==> src/assert_macros.svh <==
// Assertion macros shared by the numeric literal validator modules.
// Each macro expects i_clk and i_rst_n in the enclosing module.
`ifndef ASSERT_MACROS_SVH
`define ASSERT_MACROS_SVH

// Same-cycle implication, disabled during reset
`define NLV_ASSERT_IMPL(label, ante, cons, msg) \
    label: assert property (@(posedge i_clk) disable iff (!i_rst_n) (ante) |-> (cons)) \
        else $error(msg);

// Next-cycle implication, disabled during reset
`define NLV_ASSERT_NEXT(label, ante, cons, msg) \
    label: assert property (@(posedge i_clk) disable iff (!i_rst_n) (ante) |=> (cons)) \
        else $error(msg);

`endif

==> src/nlv_pkg.sv <==
// ----------------------------------------------------------------------------
// nlv_pkg
// Shared types and constants of the numeric literal validator: character
// classes, the classified item passed from front to back, result codes.
// ----------------------------------------------------------------------------
package nlv_pkg;

    localparam int CHAR_W      = 21;
    localparam int CFG_IDX_W   = 2;
    localparam int CFG_DATA_W  = 4;
    localparam int QUEUE_DEPTH = 4;

    localparam logic [CHAR_W-1:0] CH_MINUS   = CHAR_W'(32'h2D);
    localparam logic [CHAR_W-1:0] CH_PLUS    = CHAR_W'(32'h2B);
    localparam logic [CHAR_W-1:0] CH_ZERO    = CHAR_W'(32'h30);
    localparam logic [CHAR_W-1:0] CH_NINE    = CHAR_W'(32'h39);
    localparam logic [CHAR_W-1:0] CH_DOT     = CHAR_W'(32'h2E);
    localparam logic [CHAR_W-1:0] CH_EXP_LO  = CHAR_W'(32'h65);
    localparam logic [CHAR_W-1:0] CH_EXP_UP  = CHAR_W'(32'h45);

    localparam logic [CFG_IDX_W-1:0] CFG_INT_EXP_LIMIT = CFG_IDX_W'(0);
    localparam logic [CFG_IDX_W-1:0] CFG_DEC_EXP_LIMIT = CFG_IDX_W'(1);

    localparam logic [CFG_DATA_W-1:0] INT_EXP_LIMIT_RST = CFG_DATA_W'(4);
    localparam logic [CFG_DATA_W-1:0] DEC_EXP_LIMIT_RST = CFG_DATA_W'(0);

    typedef enum logic [2:0] {
        CC_ZERO  = 3'd0,
        CC_DIGIT = 3'd1,
        CC_MINUS = 3'd2,
        CC_PLUS  = 3'd3,
        CC_DOT   = 3'd4,
        CC_EXP   = 3'd5,
        CC_OTHER = 3'd6
    } t_char_class;

    typedef struct packed {
        t_char_class cls;
        logic        kind;
        logic        last;
    } t_token;

    typedef struct packed {
        logic                  wr_en;
        logic [CFG_IDX_W-1:0]  index;
        logic [CFG_DATA_W-1:0] data;
    } t_cfg_wr;

    typedef enum logic [2:0] {
        ST_OK          = 3'd0,
        ST_MISSING     = 3'd1,
        ST_NON_DIGIT   = 3'd2,
        ST_LEAD_ZERO   = 3'd3,
        ST_NEG_EXP     = 3'd4,
        ST_EXP_LONG    = 3'd5,
        ST_MISSING_DOT = 3'd6
    } t_status;

    typedef enum logic [1:0] {
        PART_NONE = 2'd0,
        PART_INT  = 2'd1,
        PART_FRAC = 2'd2,
        PART_EXP  = 2'd3
    } t_part;

    typedef struct packed {
        t_status status;
        t_part   part;
    } t_verdict;

endpackage

==> src/numeric_literal_validator.sv <==
// ----------------------------------------------------------------------------
// numeric_literal_validator: checks integer and decimal literal text.
// Throughput one character per cycle while full is low; the verdict reaches the
// result ports through the item queue and the verdict register.
// An unpopped verdict holds back the next last character; the 4-entry queue
// then fills and raises full. Synchronous active-low reset clears queue and
// state and restores the limits.
// ----------------------------------------------------------------------------
module numeric_literal_validator #(
    parameter int QUEUE_DEPTH = nlv_pkg::QUEUE_DEPTH
) (
    input  logic                           i_clk,
    input  logic                           i_rst_n,
    input  logic                           push,
    output logic                           full,
    input  logic [nlv_pkg::CHAR_W-1:0]     i_char_code,
    input  logic                           i_literal_kind,
    input  logic                           i_last_char,
    output logic                           empty,
    input  logic                           pop,
    output logic [2:0]                     o_status,
    output logic [1:0]                     o_error_part,
    input  logic                           i_cfg_wr_en,
    input  logic [nlv_pkg::CFG_IDX_W-1:0]  i_cfg_index,
    input  logic [nlv_pkg::CFG_DATA_W-1:0] i_cfg_wr_data
);
    import nlv_pkg::*;

    logic    q_wr;
    logic    q_rd;
    logic    q_empty;
    t_token  front_tok;
    t_token  back_tok;
    t_cfg_wr cfg;

    assign cfg.wr_en = i_cfg_wr_en;
    assign cfg.index = i_cfg_index;
    assign cfg.data  = i_cfg_wr_data;

    nlv_front u_front (
        .i_push         (push),
        .i_full         (full),
        .i_char_code    (i_char_code),
        .i_literal_kind (i_literal_kind),
        .i_last_char    (i_last_char),
        .o_wr           (q_wr),
        .o_tok          (front_tok)
    );

    nlv_queue #(
        .DEPTH (QUEUE_DEPTH)
    ) u_queue (
        .i_clk   (i_clk),
        .i_rst_n (i_rst_n),
        .i_wr    (q_wr),
        .i_tok   (front_tok),
        .o_full  (full),
        .i_rd    (q_rd),
        .o_empty (q_empty),
        .o_tok   (back_tok)
    );

    nlv_back u_back (
        .i_clk        (i_clk),
        .i_rst_n      (i_rst_n),
        .i_cfg        (cfg),
        .i_tok_valid  (!q_empty),
        .i_tok        (back_tok),
        .o_tok_rd     (q_rd),
        .o_empty      (empty),
        .i_pop        (pop),
        .o_status     (o_status),
        .o_error_part (o_error_part)
    );

endmodule

==> src/nlv_front.sv <==
// ----------------------------------------------------------------------------
// nlv_front
// Input side: takes one character per cycle while the queue is not full and reduces
// it to a character class with the kind and last flags, ready for the item queue.
// ----------------------------------------------------------------------------
module nlv_front (
    input  logic                       i_push,
    input  logic                       i_full,
    input  logic [nlv_pkg::CHAR_W-1:0] i_char_code,
    input  logic                       i_literal_kind,
    input  logic                       i_last_char,
    output logic                       o_wr,
    output nlv_pkg::t_token            o_tok
);
    import nlv_pkg::*;

    function automatic t_char_class classify(input logic [CHAR_W-1:0] c);
        t_char_class cls;
        if (c == CH_ZERO) begin
            cls = CC_ZERO;
        end else if (c > CH_ZERO && c <= CH_NINE) begin
            cls = CC_DIGIT;
        end else if (c == CH_MINUS) begin
            cls = CC_MINUS;
        end else if (c == CH_PLUS) begin
            cls = CC_PLUS;
        end else if (c == CH_DOT) begin
            cls = CC_DOT;
        end else if (c == CH_EXP_LO || c == CH_EXP_UP) begin
            cls = CC_EXP;
        end else begin
            cls = CC_OTHER;
        end
        return cls;
    endfunction

    assign o_wr       = i_push && !i_full;
    assign o_tok.cls  = classify(i_char_code);
    assign o_tok.kind = i_literal_kind;
    assign o_tok.last = i_last_char;

endmodule

==> src/nlv_queue.sv <==
// ----------------------------------------------------------------------------
// nlv_queue
// Short item queue between front and back, so that each side can stall on
// its own.
// ----------------------------------------------------------------------------
`include "assert_macros.svh"

module nlv_queue #(
    parameter int DEPTH = nlv_pkg::QUEUE_DEPTH
) (
    input  logic            i_clk,
    input  logic            i_rst_n,
    input  logic            i_wr,
    input  nlv_pkg::t_token i_tok,
    output logic            o_full,
    input  logic            i_rd,
    output logic            o_empty,
    output nlv_pkg::t_token o_tok
);
    import nlv_pkg::*;

    localparam int PTR_W = (DEPTH > 1) ? $clog2(DEPTH) : 1;
    localparam int CNT_W = $clog2(DEPTH + 1);

    t_token             r_mem [DEPTH];
    logic [PTR_W-1:0]   r_wr_ptr;
    logic [PTR_W-1:0]   r_rd_ptr;
    logic [CNT_W-1:0]   r_count;
    logic [PTR_W-1:0]   n_wr_ptr;
    logic [PTR_W-1:0]   n_rd_ptr;
    logic               do_wr;
    logic               do_rd;

    assign o_full  = (r_count == CNT_W'(DEPTH));
    assign o_empty = (r_count == '0);
    assign do_wr   = i_wr && !o_full;
    assign do_rd   = i_rd && !o_empty;
    assign o_tok   = r_mem[r_rd_ptr];

    assign n_wr_ptr = (r_wr_ptr == PTR_W'(DEPTH - 1)) ? '0 : r_wr_ptr + 1'b1;
    assign n_rd_ptr = (r_rd_ptr == PTR_W'(DEPTH - 1)) ? '0 : r_rd_ptr + 1'b1;

    always_ff @(posedge i_clk) begin
        if (do_wr) begin
            r_mem[r_wr_ptr] <= i_tok;
        end
    end

    always_ff @(posedge i_clk) begin
        if (!i_rst_n) begin
            r_wr_ptr <= '0;
            r_rd_ptr <= '0;
            r_count  <= '0;
        end else begin
            if (do_wr) begin
                r_wr_ptr <= n_wr_ptr;
            end
            if (do_rd) begin
                r_rd_ptr <= n_rd_ptr;
            end
            if (do_wr && !do_rd) begin
                r_count <= r_count + 1'b1;
            end else if (do_rd && !do_wr) begin
                r_count <= r_count - 1'b1;
            end
        end
    end

    `NLV_ASSERT_IMPL(a_count_bound, 1'b1, r_count <= CNT_W'(DEPTH), "queue count above depth")
    `NLV_ASSERT_NEXT(a_count_up, do_wr && !do_rd, r_count == $past(r_count) + 1'b1, "queue count missed a write")
    `NLV_ASSERT_NEXT(a_count_down, do_rd && !do_wr, r_count == $past(r_count) - 1'b1, "queue count missed a read")
    `NLV_ASSERT_IMPL(a_ptr_match, r_wr_ptr != r_rd_ptr, r_count != '0 && !o_full, "queue pointers disagree with count")

endmodule

==> src/nlv_back.sv <==
// ----------------------------------------------------------------------------
// nlv_back
// Back end: walks the literal state machine one item per cycle, a last item only once
// the result slot is free; holds the exponent digit limits; gives the verdict on the last character.
// ----------------------------------------------------------------------------
`include "assert_macros.svh"

module nlv_back (
    input  logic             i_clk,
    input  logic             i_rst_n,
    input  nlv_pkg::t_cfg_wr i_cfg,
    input  logic             i_tok_valid,
    input  nlv_pkg::t_token  i_tok,
    output logic             o_tok_rd,
    output logic             o_empty,
    input  logic             i_pop,
    output logic [2:0]       o_status,
    output logic [1:0]       o_error_part
);
    import nlv_pkg::*;

    typedef enum logic [4:0] {
        PH_START = 5'b00001,
        PH_INT   = 5'b00010,
        PH_FRAC  = 5'b00100,
        PH_ESIGN = 5'b01000,
        PH_EXP   = 5'b10000
    } t_phase;

    typedef struct packed {
        t_phase     phase;
        logic       kind;
        logic [1:0] int_cnt;
        logic       int_zero;
        logic       int_bad;
        logic       frac_ne;
        logic       frac_bad;
        logic       dot;
        logic       exp_seen;
        logic       exp_neg;
        logic [4:0] exp_cnt;
        logic       exp_zero;
        logic       exp_bad;
    } t_lit_state;

    localparam t_lit_state LIT_CLEAR = '{
        phase: PH_START, kind: 1'b0, int_cnt: 2'd0, int_zero: 1'b0, int_bad: 1'b0,
        frac_ne: 1'b0, frac_bad: 1'b0, dot: 1'b0, exp_seen: 1'b0, exp_neg: 1'b0,
        exp_cnt: 5'd0, exp_zero: 1'b0, exp_bad: 1'b0
    };

    localparam logic [1:0] INT_CNT_MAX = 2'd2;
    localparam logic [4:0] EXP_CNT_MAX = 5'd16;

    function automatic t_verdict judge(input t_lit_state s,
                                       input logic [CFG_DATA_W-1:0] int_lim,
                                       input logic [CFG_DATA_W-1:0] dec_lim);
        t_verdict                v;
        logic [CFG_DATA_W-1:0]   lim;
        lim = s.kind ? dec_lim : int_lim;
        priority if (s.exp_seen && s.exp_neg) begin
            v = '{ST_NEG_EXP, PART_EXP};
        end else if (s.exp_seen && s.exp_cnt == '0) begin
            v = '{ST_MISSING, PART_EXP};
        end else if (s.exp_seen && s.exp_bad) begin
            v = '{ST_NON_DIGIT, PART_EXP};
        end else if (s.exp_seen && s.exp_cnt > 5'd1 && s.exp_zero) begin
            v = '{ST_LEAD_ZERO, PART_EXP};
        end else if (s.exp_seen && lim != '0 && s.exp_cnt > 5'(lim)) begin
            v = '{ST_EXP_LONG, PART_EXP};
        end else if (s.kind && !s.dot) begin
            v = '{ST_MISSING_DOT, PART_NONE};
        end else if (s.int_cnt == '0) begin
            v = '{ST_MISSING, PART_INT};
        end else if (s.int_bad) begin
            v = '{ST_NON_DIGIT, PART_INT};
        end else if (s.int_cnt > 2'd1 && s.int_zero) begin
            v = '{ST_LEAD_ZERO, PART_INT};
        end else if (s.kind && !s.frac_ne) begin
            v = '{ST_MISSING, PART_FRAC};
        end else if (s.kind && s.frac_bad) begin
            v = '{ST_NON_DIGIT, PART_FRAC};
        end else begin
            v = '{ST_OK, PART_NONE};
        end
        return v;
    endfunction

    t_lit_state            r_st;
    t_lit_state            n_st;
    logic [CFG_DATA_W-1:0] r_int_lim;
    logic [CFG_DATA_W-1:0] r_dec_lim;
    logic                  r_out_valid;
    t_verdict              r_verdict;
    logic                  kind_eff;
    logic                  is_dig;
    logic                  do_int;
    logic                  do_exp;
    logic                  out_free;
    logic                  take;

    assign out_free     = !r_out_valid || i_pop;
    assign take         = i_tok_valid && (!i_tok.last || out_free);
    assign o_tok_rd     = take;
    assign o_empty      = !r_out_valid;
    assign o_status     = r_verdict.status;
    assign o_error_part = r_verdict.part;

    always_comb begin
        n_st     = r_st;
        do_int   = 1'b0;
        do_exp   = 1'b0;
        kind_eff = (r_st.phase == PH_START) ? i_tok.kind : r_st.kind;
        is_dig   = (i_tok.cls == CC_ZERO) || (i_tok.cls == CC_DIGIT);
        unique case (r_st.phase)
            PH_START: begin
                n_st.kind  = i_tok.kind;
                n_st.phase = PH_INT;
                do_int     = (i_tok.cls != CC_MINUS);
            end
            PH_INT: begin
                do_int = 1'b1;
            end
            PH_FRAC: begin
                if (i_tok.cls == CC_EXP) begin
                    n_st.exp_seen = 1'b1;
                    n_st.phase    = PH_ESIGN;
                end else begin
                    n_st.frac_ne = 1'b1;
                    if (!is_dig) begin
                        n_st.frac_bad = 1'b1;
                    end
                end
            end
            PH_ESIGN: begin
                n_st.phase = PH_EXP;
                if (i_tok.cls == CC_PLUS || i_tok.cls == CC_MINUS) begin
                    if (i_tok.cls == CC_MINUS && !r_st.kind) begin
                        n_st.exp_neg = 1'b1;
                    end
                end else begin
                    do_exp = 1'b1;
                end
            end
            PH_EXP: begin
                do_exp = 1'b1;
            end
            default: begin
                n_st.phase = PH_START;
            end
        endcase

        if (do_int) begin
            if (i_tok.cls == CC_EXP) begin
                n_st.exp_seen = 1'b1;
                n_st.phase    = PH_ESIGN;
            end else if (kind_eff && i_tok.cls == CC_DOT) begin
                n_st.dot   = 1'b1;
                n_st.phase = PH_FRAC;
            end else begin
                if (r_st.int_cnt == '0) begin
                    n_st.int_zero = (i_tok.cls == CC_ZERO);
                end
                if (r_st.int_cnt < INT_CNT_MAX) begin
                    n_st.int_cnt = r_st.int_cnt + 1'b1;
                end
                if (!is_dig) begin
                    n_st.int_bad = 1'b1;
                end
            end
        end

        if (do_exp) begin
            if (r_st.exp_cnt == '0) begin
                n_st.exp_zero = (i_tok.cls == CC_ZERO);
            end
            if (r_st.exp_cnt < EXP_CNT_MAX) begin
                n_st.exp_cnt = r_st.exp_cnt + 1'b1;
            end
            if (!is_dig) begin
                n_st.exp_bad = 1'b1;
            end
        end
    end

    always_ff @(posedge i_clk) begin
        if (!i_rst_n) begin
            r_int_lim <= INT_EXP_LIMIT_RST;
            r_dec_lim <= DEC_EXP_LIMIT_RST;
        end else if (i_cfg.wr_en) begin
            unique case (i_cfg.index)
                CFG_INT_EXP_LIMIT: r_int_lim <= i_cfg.data;
                CFG_DEC_EXP_LIMIT: r_dec_lim <= i_cfg.data;
                default: begin
                end
            endcase
        end
    end

    always_ff @(posedge i_clk) begin
        if (!i_rst_n) begin
            r_st        <= LIT_CLEAR;
            r_out_valid <= 1'b0;
        end else begin
            if (take) begin
                r_st <= i_tok.last ? LIT_CLEAR : n_st;
            end
            if (take && i_tok.last) begin
                r_out_valid <= 1'b1;
            end else if (i_pop) begin
                r_out_valid <= 1'b0;
            end
        end
    end

    always_ff @(posedge i_clk) begin
        if (take && i_tok.last) begin
            r_verdict <= judge(n_st, r_int_lim, r_dec_lim);
        end
    end

    `NLV_ASSERT_IMPL(a_result_from_last, $rose(r_out_valid), $past(take && i_tok.last), "result without a last item")
    `NLV_ASSERT_NEXT(a_clear_after_last, take && i_tok.last, r_st.phase == PH_START, "state not cleared after last item")
    `NLV_ASSERT_IMPL(a_ok_no_part, r_out_valid && r_verdict.status == ST_OK, r_verdict.part == PART_NONE, "ok verdict with a failing part")
    `NLV_ASSERT_IMPL(a_count_sat, 1'b1, r_st.int_cnt <= INT_CNT_MAX && r_st.exp_cnt <= EXP_CNT_MAX, "digit count past saturation")

endmodule

==> config.mk <==
export PLATFORM = sky130hd
export DESIGN_NAME = numeric_literal_validator
export DESIGN_NICKNAME = d
export VERILOG_FILES = /design/src/nlv_pkg.sv /design/src/numeric_literal_validator.sv /design/src/nlv_front.sv /design/src/nlv_queue.sv /design/src/nlv_back.sv
export VERILOG_INCLUDE_DIRS = /design/src /design/src/src
export SDC_FILE = /design/constraint.sdc
export NUM_CORES = 1
export LEC_CHECK = 0
export ABC_CLOCK_PERIOD_IN_PS = 6500
export CORE_ASPECT_RATIO = 1.1
export CORE_MARGIN = 3
export CORE_UTILIZATION = 60
export CTS_BUF_LIST = sky130_fd_sc_hd__clkbuf_16
export DETAILED_ROUTE_END_ITERATION = 8
export DONT_BUFFER_PORTS = 1
export PLACE_DENSITY_LB_ADDON = 0.05
export SYNTH_ARGS = -nofsm -noshare
export SYNTH_HDL_FRONTEND = slang
export SYNTH_HIERARCHICAL = 1
export SYNTH_SLANG_ARGS = --single-unit
==> constraint.sdc <==
create_clock -name i_clk -period 6.5 [get_ports i_clk]
set_input_delay 1.3 -clock i_clk [delete_from_list [all_inputs] [get_ports i_clk]]
set_output_delay 1.3 -clock i_clk [all_outputs]
set_load 0.02 [all_outputs]
# Word-level counts from Yosys, hierarchy flattened
# Memory sizes are Yosys's and may differ from the RTL's. A register that Yosys moved wholly into a read port is not among the register bits.
# Cells that the tools add are included.
# classes
eq_ne	21
addsub	6
muxes	59
reduce_logical	50
magnitude_cmp	7
# ops
cell	n
$eq A21 B6 Y1 const B	4
$mux W5	14
$eq A21 B7 Y1 const B	2
$mux W22	1
$gt A21 B6 Y1 const B	1
$le A21 B6 Y1 const B	1
$logic_and A1 B1 Y1	21
$mux W3	7
$mux W4	5
$pmux W5 S4	1
$mux W1	19
$mux W2	9
$logic_not A5 Y1	2
$eq A3 B3 Y1 const B	3
$logic_not A1 Y1	9
$mux W7	1
$add A2 B1 Y2 const B	3
$eq A3 B2 Y1 const B	2
$logic_not A2 Y1	3
$logic_not A3 Y1	2
$add A5 B1 Y5 const B	1
$eq A5 B1 Y1 const B	1
$eq A5 B2 Y1 const B	1
$eq A5 B3 Y1 const B	1
other kinds (20)	29
# word_totals
output_inout_bits	7
inputBits	34
ramBits	20
n_memories	1
ff_bits	43
word_cells	166
# memory_table
name	words	word_bits	rd	rd_ports_with_merged_regs	write_ports	line_no	text
u_queue.r_mem	4	5	1	1	1	nlv_queue.sv:25	t_token r_mem [DEPTH];

# Logic depth before layout (Yosys ltp)
# logic_depth
word_depth	16
depth_mapped	15
depth_no_buf	13

# Modules after synthesis
# Netlist, hierarchy kept.
# by_module_without_submodules
mod	seq_area_each_um2	cells_each	area_per_inst_um2	n_inst
nlv_back	770.7	295	2408.6	1
nlv_queue	780.7	77	1198.6	1
nlv_front	0.0	28	211.5	1
numeric_literal_validator	0.0	1	3.8	1

# Worst setup path before layout
# OpenSTA, ideal clock, no wires.
# synth_path
path_type	register to register
from	reg with a tool-made name
to	reg u_back.r_verdict, in the netlist u_back/o_status[2] (data pin)
required_ps	6246
synth_period_minus_slack_ps	3370
path_buffers	1
arrival_ps	3116
stages_incl_launch_ff	15
setup_time_ps	254
setup_slack_ps	3130
cell_sequence	dfxtp_1 -> buf_2 -> mux4_2 -> nor2b_2 -> o21a_1 -> nor2_1 -> nand4_1 -> xnor2_1 -> ha_1 -> a21oi_1 -> a32o_1 -> nand2_1 -> a21oi_1 -> o21ai_0 -> a2bb2o_4
# synth_rtl
item	line_no	text
end signal: assignment	nlv_back.sv:218	r_verdict <= judge(n_st, r_int_lim, r_dec_lim);
end: declaration	nlv_back.sv:94	t_verdict r_verdict;

==> impl_metrics.ini <==
[cts]
cts_tree = built
cts-hold-fix-buffers = 0
cts_max_level = 3
cts-buffers-inserted = 9
cts.path.max_buffers = 2
clock-sinks = 65
insertion_delay_ps = 320
cts_resized = 0
cts_root_buf = clkbuf_16
post_cts_buffers = 0
path_clk_slew_ps = 50

[sta]
fin_skew_ps = 5.424
worst_pin_slew_ps = 893.9
fin_crit_ps = 3776
finalSetupViolations = 0
timing.setup.tns_ps = 0
drv_slew = 0
hold_violations = 0
finalCritPeriodShare_pct = 58.10
rsz0062_at_grt = no
fin_ws_ps = 2724
slew_headroom_pct = 38.70
max_freq_ghz = 0.2648
fin_hold_ws_ps = 467.3

[final_layout]
stdcell_count = 476
n_antenna_cell = 0
fin_nets = 443
final.fill_count = 466
drive_gt1_share_pct = 9.023
fin_area_sq_mm = 0.004105
syn2layout_area_growth_pct = 7.398

[pwr]
p_int_mw = 1.027
pwr-share-comb_pct = 38.5
ir_drop_uv = 273.1
seqPwrFrac_pct = 35.3
leakagePower_nw = 1.498
clock_power_share_pct = 26.3
power.switching_mw = 0.6245
swShare_pct = 37.82
power.density_mw_per_mm2 = 402.2

[synth]
synth_edf_count = 25
yosysWarningCount = 6
synth_cell_type_count = 67
seq_area_frac_synth_pct = 40.59
syn_area_sq_mm = 0.003822
ys_ff_latch = 65
synthCells = 401
avgSynthCellArea_sq_um = 9.532
synthFlopType = dfxtp_1
synth_fp_nets = 449
ys_async_sr_fraction_pct = 0

[floorplanning]
die_h_microns = 89.71
core_area_sq_mm = 0.005951
rows = 29
die_area_sq_mm = 0.007365
io_pins = 41
die_x_microns = 82.10
initial_core_util_pct = 64.23

[placed_design]
hpwl_microns = 6112
dp.cells = 461
placedInstanceArea_sq_mm = 0.003832
pre_cts_slack_ps = 2430
gp_congestion = 0.8825
io_buffers = 0

[drt]
antenna_left = 0
vias = 3065
drt-initial-drc-count = 252
wl_per_cell_microns = 17.45
dr.pass1.iters = 5
drc = 0
finalWirelength_microns = 8304
viasPerCell = 6.439

[global_route]
grt_usage_pct = 23.86
grt_pass1_wl_microns = 13590
grt_max_degree = 36
grt-ovfl-total = 0
antenna_found_initial = 0
grt_pass1_vias = 2946

[setup_path]
r2r_slack_ps = 2720
worst-endpoint-required_ps = 6580
cp.arrival_ps = 3860
rr_worst_depth = 12
startpoint_type = register
endpoint_kind = register
cp_max_fo = 8
r2r_end = u_back/o_status[2]$_SDFFCE_PP1P_
critPathKind = reg2reg

[run]
maxCapViolCount = 0

[worst_hold_path]
whs_endpoint = u_back/r_st[9]$_SDFFE_PN0P_
hp-class = reg2reg
min_from = u_back/r_st[9]$_SDFFE_PN0P_
whs_path_depth = 2

[status]
status = completed
## power by group through the flow
| stage | sequential [mW] | combinational, mW | clock, mW |
|---|---|---|---|
| 2_1_floorplan | 0.561 | 0.519 | 0 |
| 3_3_place_gp | 0.588 | 0.609 | 0 |
| 3_5_place_dp | 0.590 | 0.623 | 0 |
| 4_1_cts | 0.583 | 0.628 | 0.444 |
| 5_1_grt | 0.592 | 0.702 | 0.461 |
| 6_report | 0.582 | 0.635 | 0.434 |
## sequential cells by signal, indices dropped and copies added (netlist names), named ones only
| signal | count |
|---|---|
| u_back/r_st | 22 |
| u_queue/r_mem | 20 |
| u_back/r_dec_lim | 4 |
| u_back/r_int_lim | 4 |
| u_back/o_status | 3 |
| u_queue/r_count | 3 |
| u_back/o_error_part | 2 |
| u_queue/r_rd_ptr | 2 |
| u_queue/r_wr_ptr | 2 |
| u_back/r_out_valid | 1 |
## cells in the mapped netlist (7+ instances only)
library cell	n	area (sq um)
a21oi_1	21	105.1
and2_1	10	62.56
clkbuf_1	7	26.28
dfxtp_1	40	800.8
edfxtp_1	25	750.7
ha_1	13	162.7
inv_1	15	56.30
mux2i_1	20	200.2
nand2_1	30	112.6
nand2b_1	12	75.07
nand3_1	7	35.03
nand4_1	7	43.79
nor2_1	31	116.4
nor2b_1	21	131.4
nor3_1	11	55.05
o21ai_0	22	110.1
## routing by layer
metal / part of all wire, % / GRT usage (%) / up-vias / wire length, microns
met1: 40 / 28.58 / 1465 / 3360
met2: 51 / 39.35 / 117 / 4207
met4: 3.0 / 12.05 / 0 / 250
met5: 0 / 0 / - / 0
met3: 5.9 / 5.200 / 27 / 486
li1: - / - / 1456 / -
## worst max-delay path by stage
stage	endpoint	slack, ps
6_report	u_back/o_status[2]$_SDFFCE_PP1P_	2720
5_1_grt	u_back/o_status[2]$_SDFFCE_PP1P_	2400
4_1_cts	u_back/o_status[2]$_SDFFCE_PP1P_	2750
3_5_place_dp	u_queue/r_count[2]$_SDFFE_PN0P_	2430
3_3_place_gp	u_queue/r_count[2]$_SDFFE_PN0P_	2630
2_1_floorplan	u_back/o_status[2]$_SDFFCE_PP1P_	3130
## per-stage QoR
stage	total power [mW]	utilization, %
floorplan	1.080	-
global placement	1.197	64.40
detailed placement	1.214	64.40
CTS	1.655	68.99
global route	1.755	68.99
finish	1.651	68.99
## worst max-delay path: stages (launching register included)
cell      delay (ps)
dfxtp_1          490
mux4_2           650
nor2b_2          210
o21a_1           220
nor2_1           330
nand4_1          160
xnor2_1          230
ha_1             290
a21oi_1          170
nand4_1          110
o211ai_1         280
o21ai_0          160
a2bb2o_4         220
## layout by cell type, fill, tap and decap left out, types with 3 or more instances in the layout
cell type	count
and2_1	10
xnor2_1	5
a22oi_1	3
nor3_1	11
a31oi_1	5
a21boi_0	6
mux4_2	5
nand2_1	30
inv_1	16
o21ai_0	22
clkinv_2	3
nor4_1	6
dfxtp_1	40
a21o_1	4
nand2b_1	12
or3_1	5
nor2_1	31
mux2i_1	20
a21oi_1	21
o22ai_1	4
nand4_1	7
edfxtp_1	25
nand3b_1	4
a211oi_1	4
o211ai_1	4
nand3_1	7
nor2b_1	21
clkbuf_16	10
ha_1	13
## final cells by class
| cell class | count | area, sq um | area share (%) |
|---|---|---|---|
| Multi-Input combinational cell | 303 | 2125 | 51.75 |
| Tap cell | 77 | 96.34 | 2.347 |
| Clock buffer | 10 | 250.2 | 6.096 |
| Clock inverter | 5 | 22.52 | 0.5486 |
| Inverter | 16 | 60.06 | 1.463 |
| Sequential cell | 65 | 1551 | 37.79 |
## logic make-up (layout without fill, tap and decap cells)
| kind of cell | Yosys count | count (layout) | synth area share [%] |
|---|---|---|---|
| DFF | 65 | 65 | 40.59 |
| adders and majority gates | 14 | 14 | 4.779 |
| muxes | 27 | 27 | 8.772 |
| AOI/OAI and AO/OA | 94 | 94 | 16.86 |
| xor gates and xnor gates | 7 | 7 | 1.604 |
| buffers and inverters | 33 | 31 | 3.830 |
| and+or+nand+nor | 161 | 161 | 23.57 |
No activity file was read; power rests on OpenSTA's default activity.
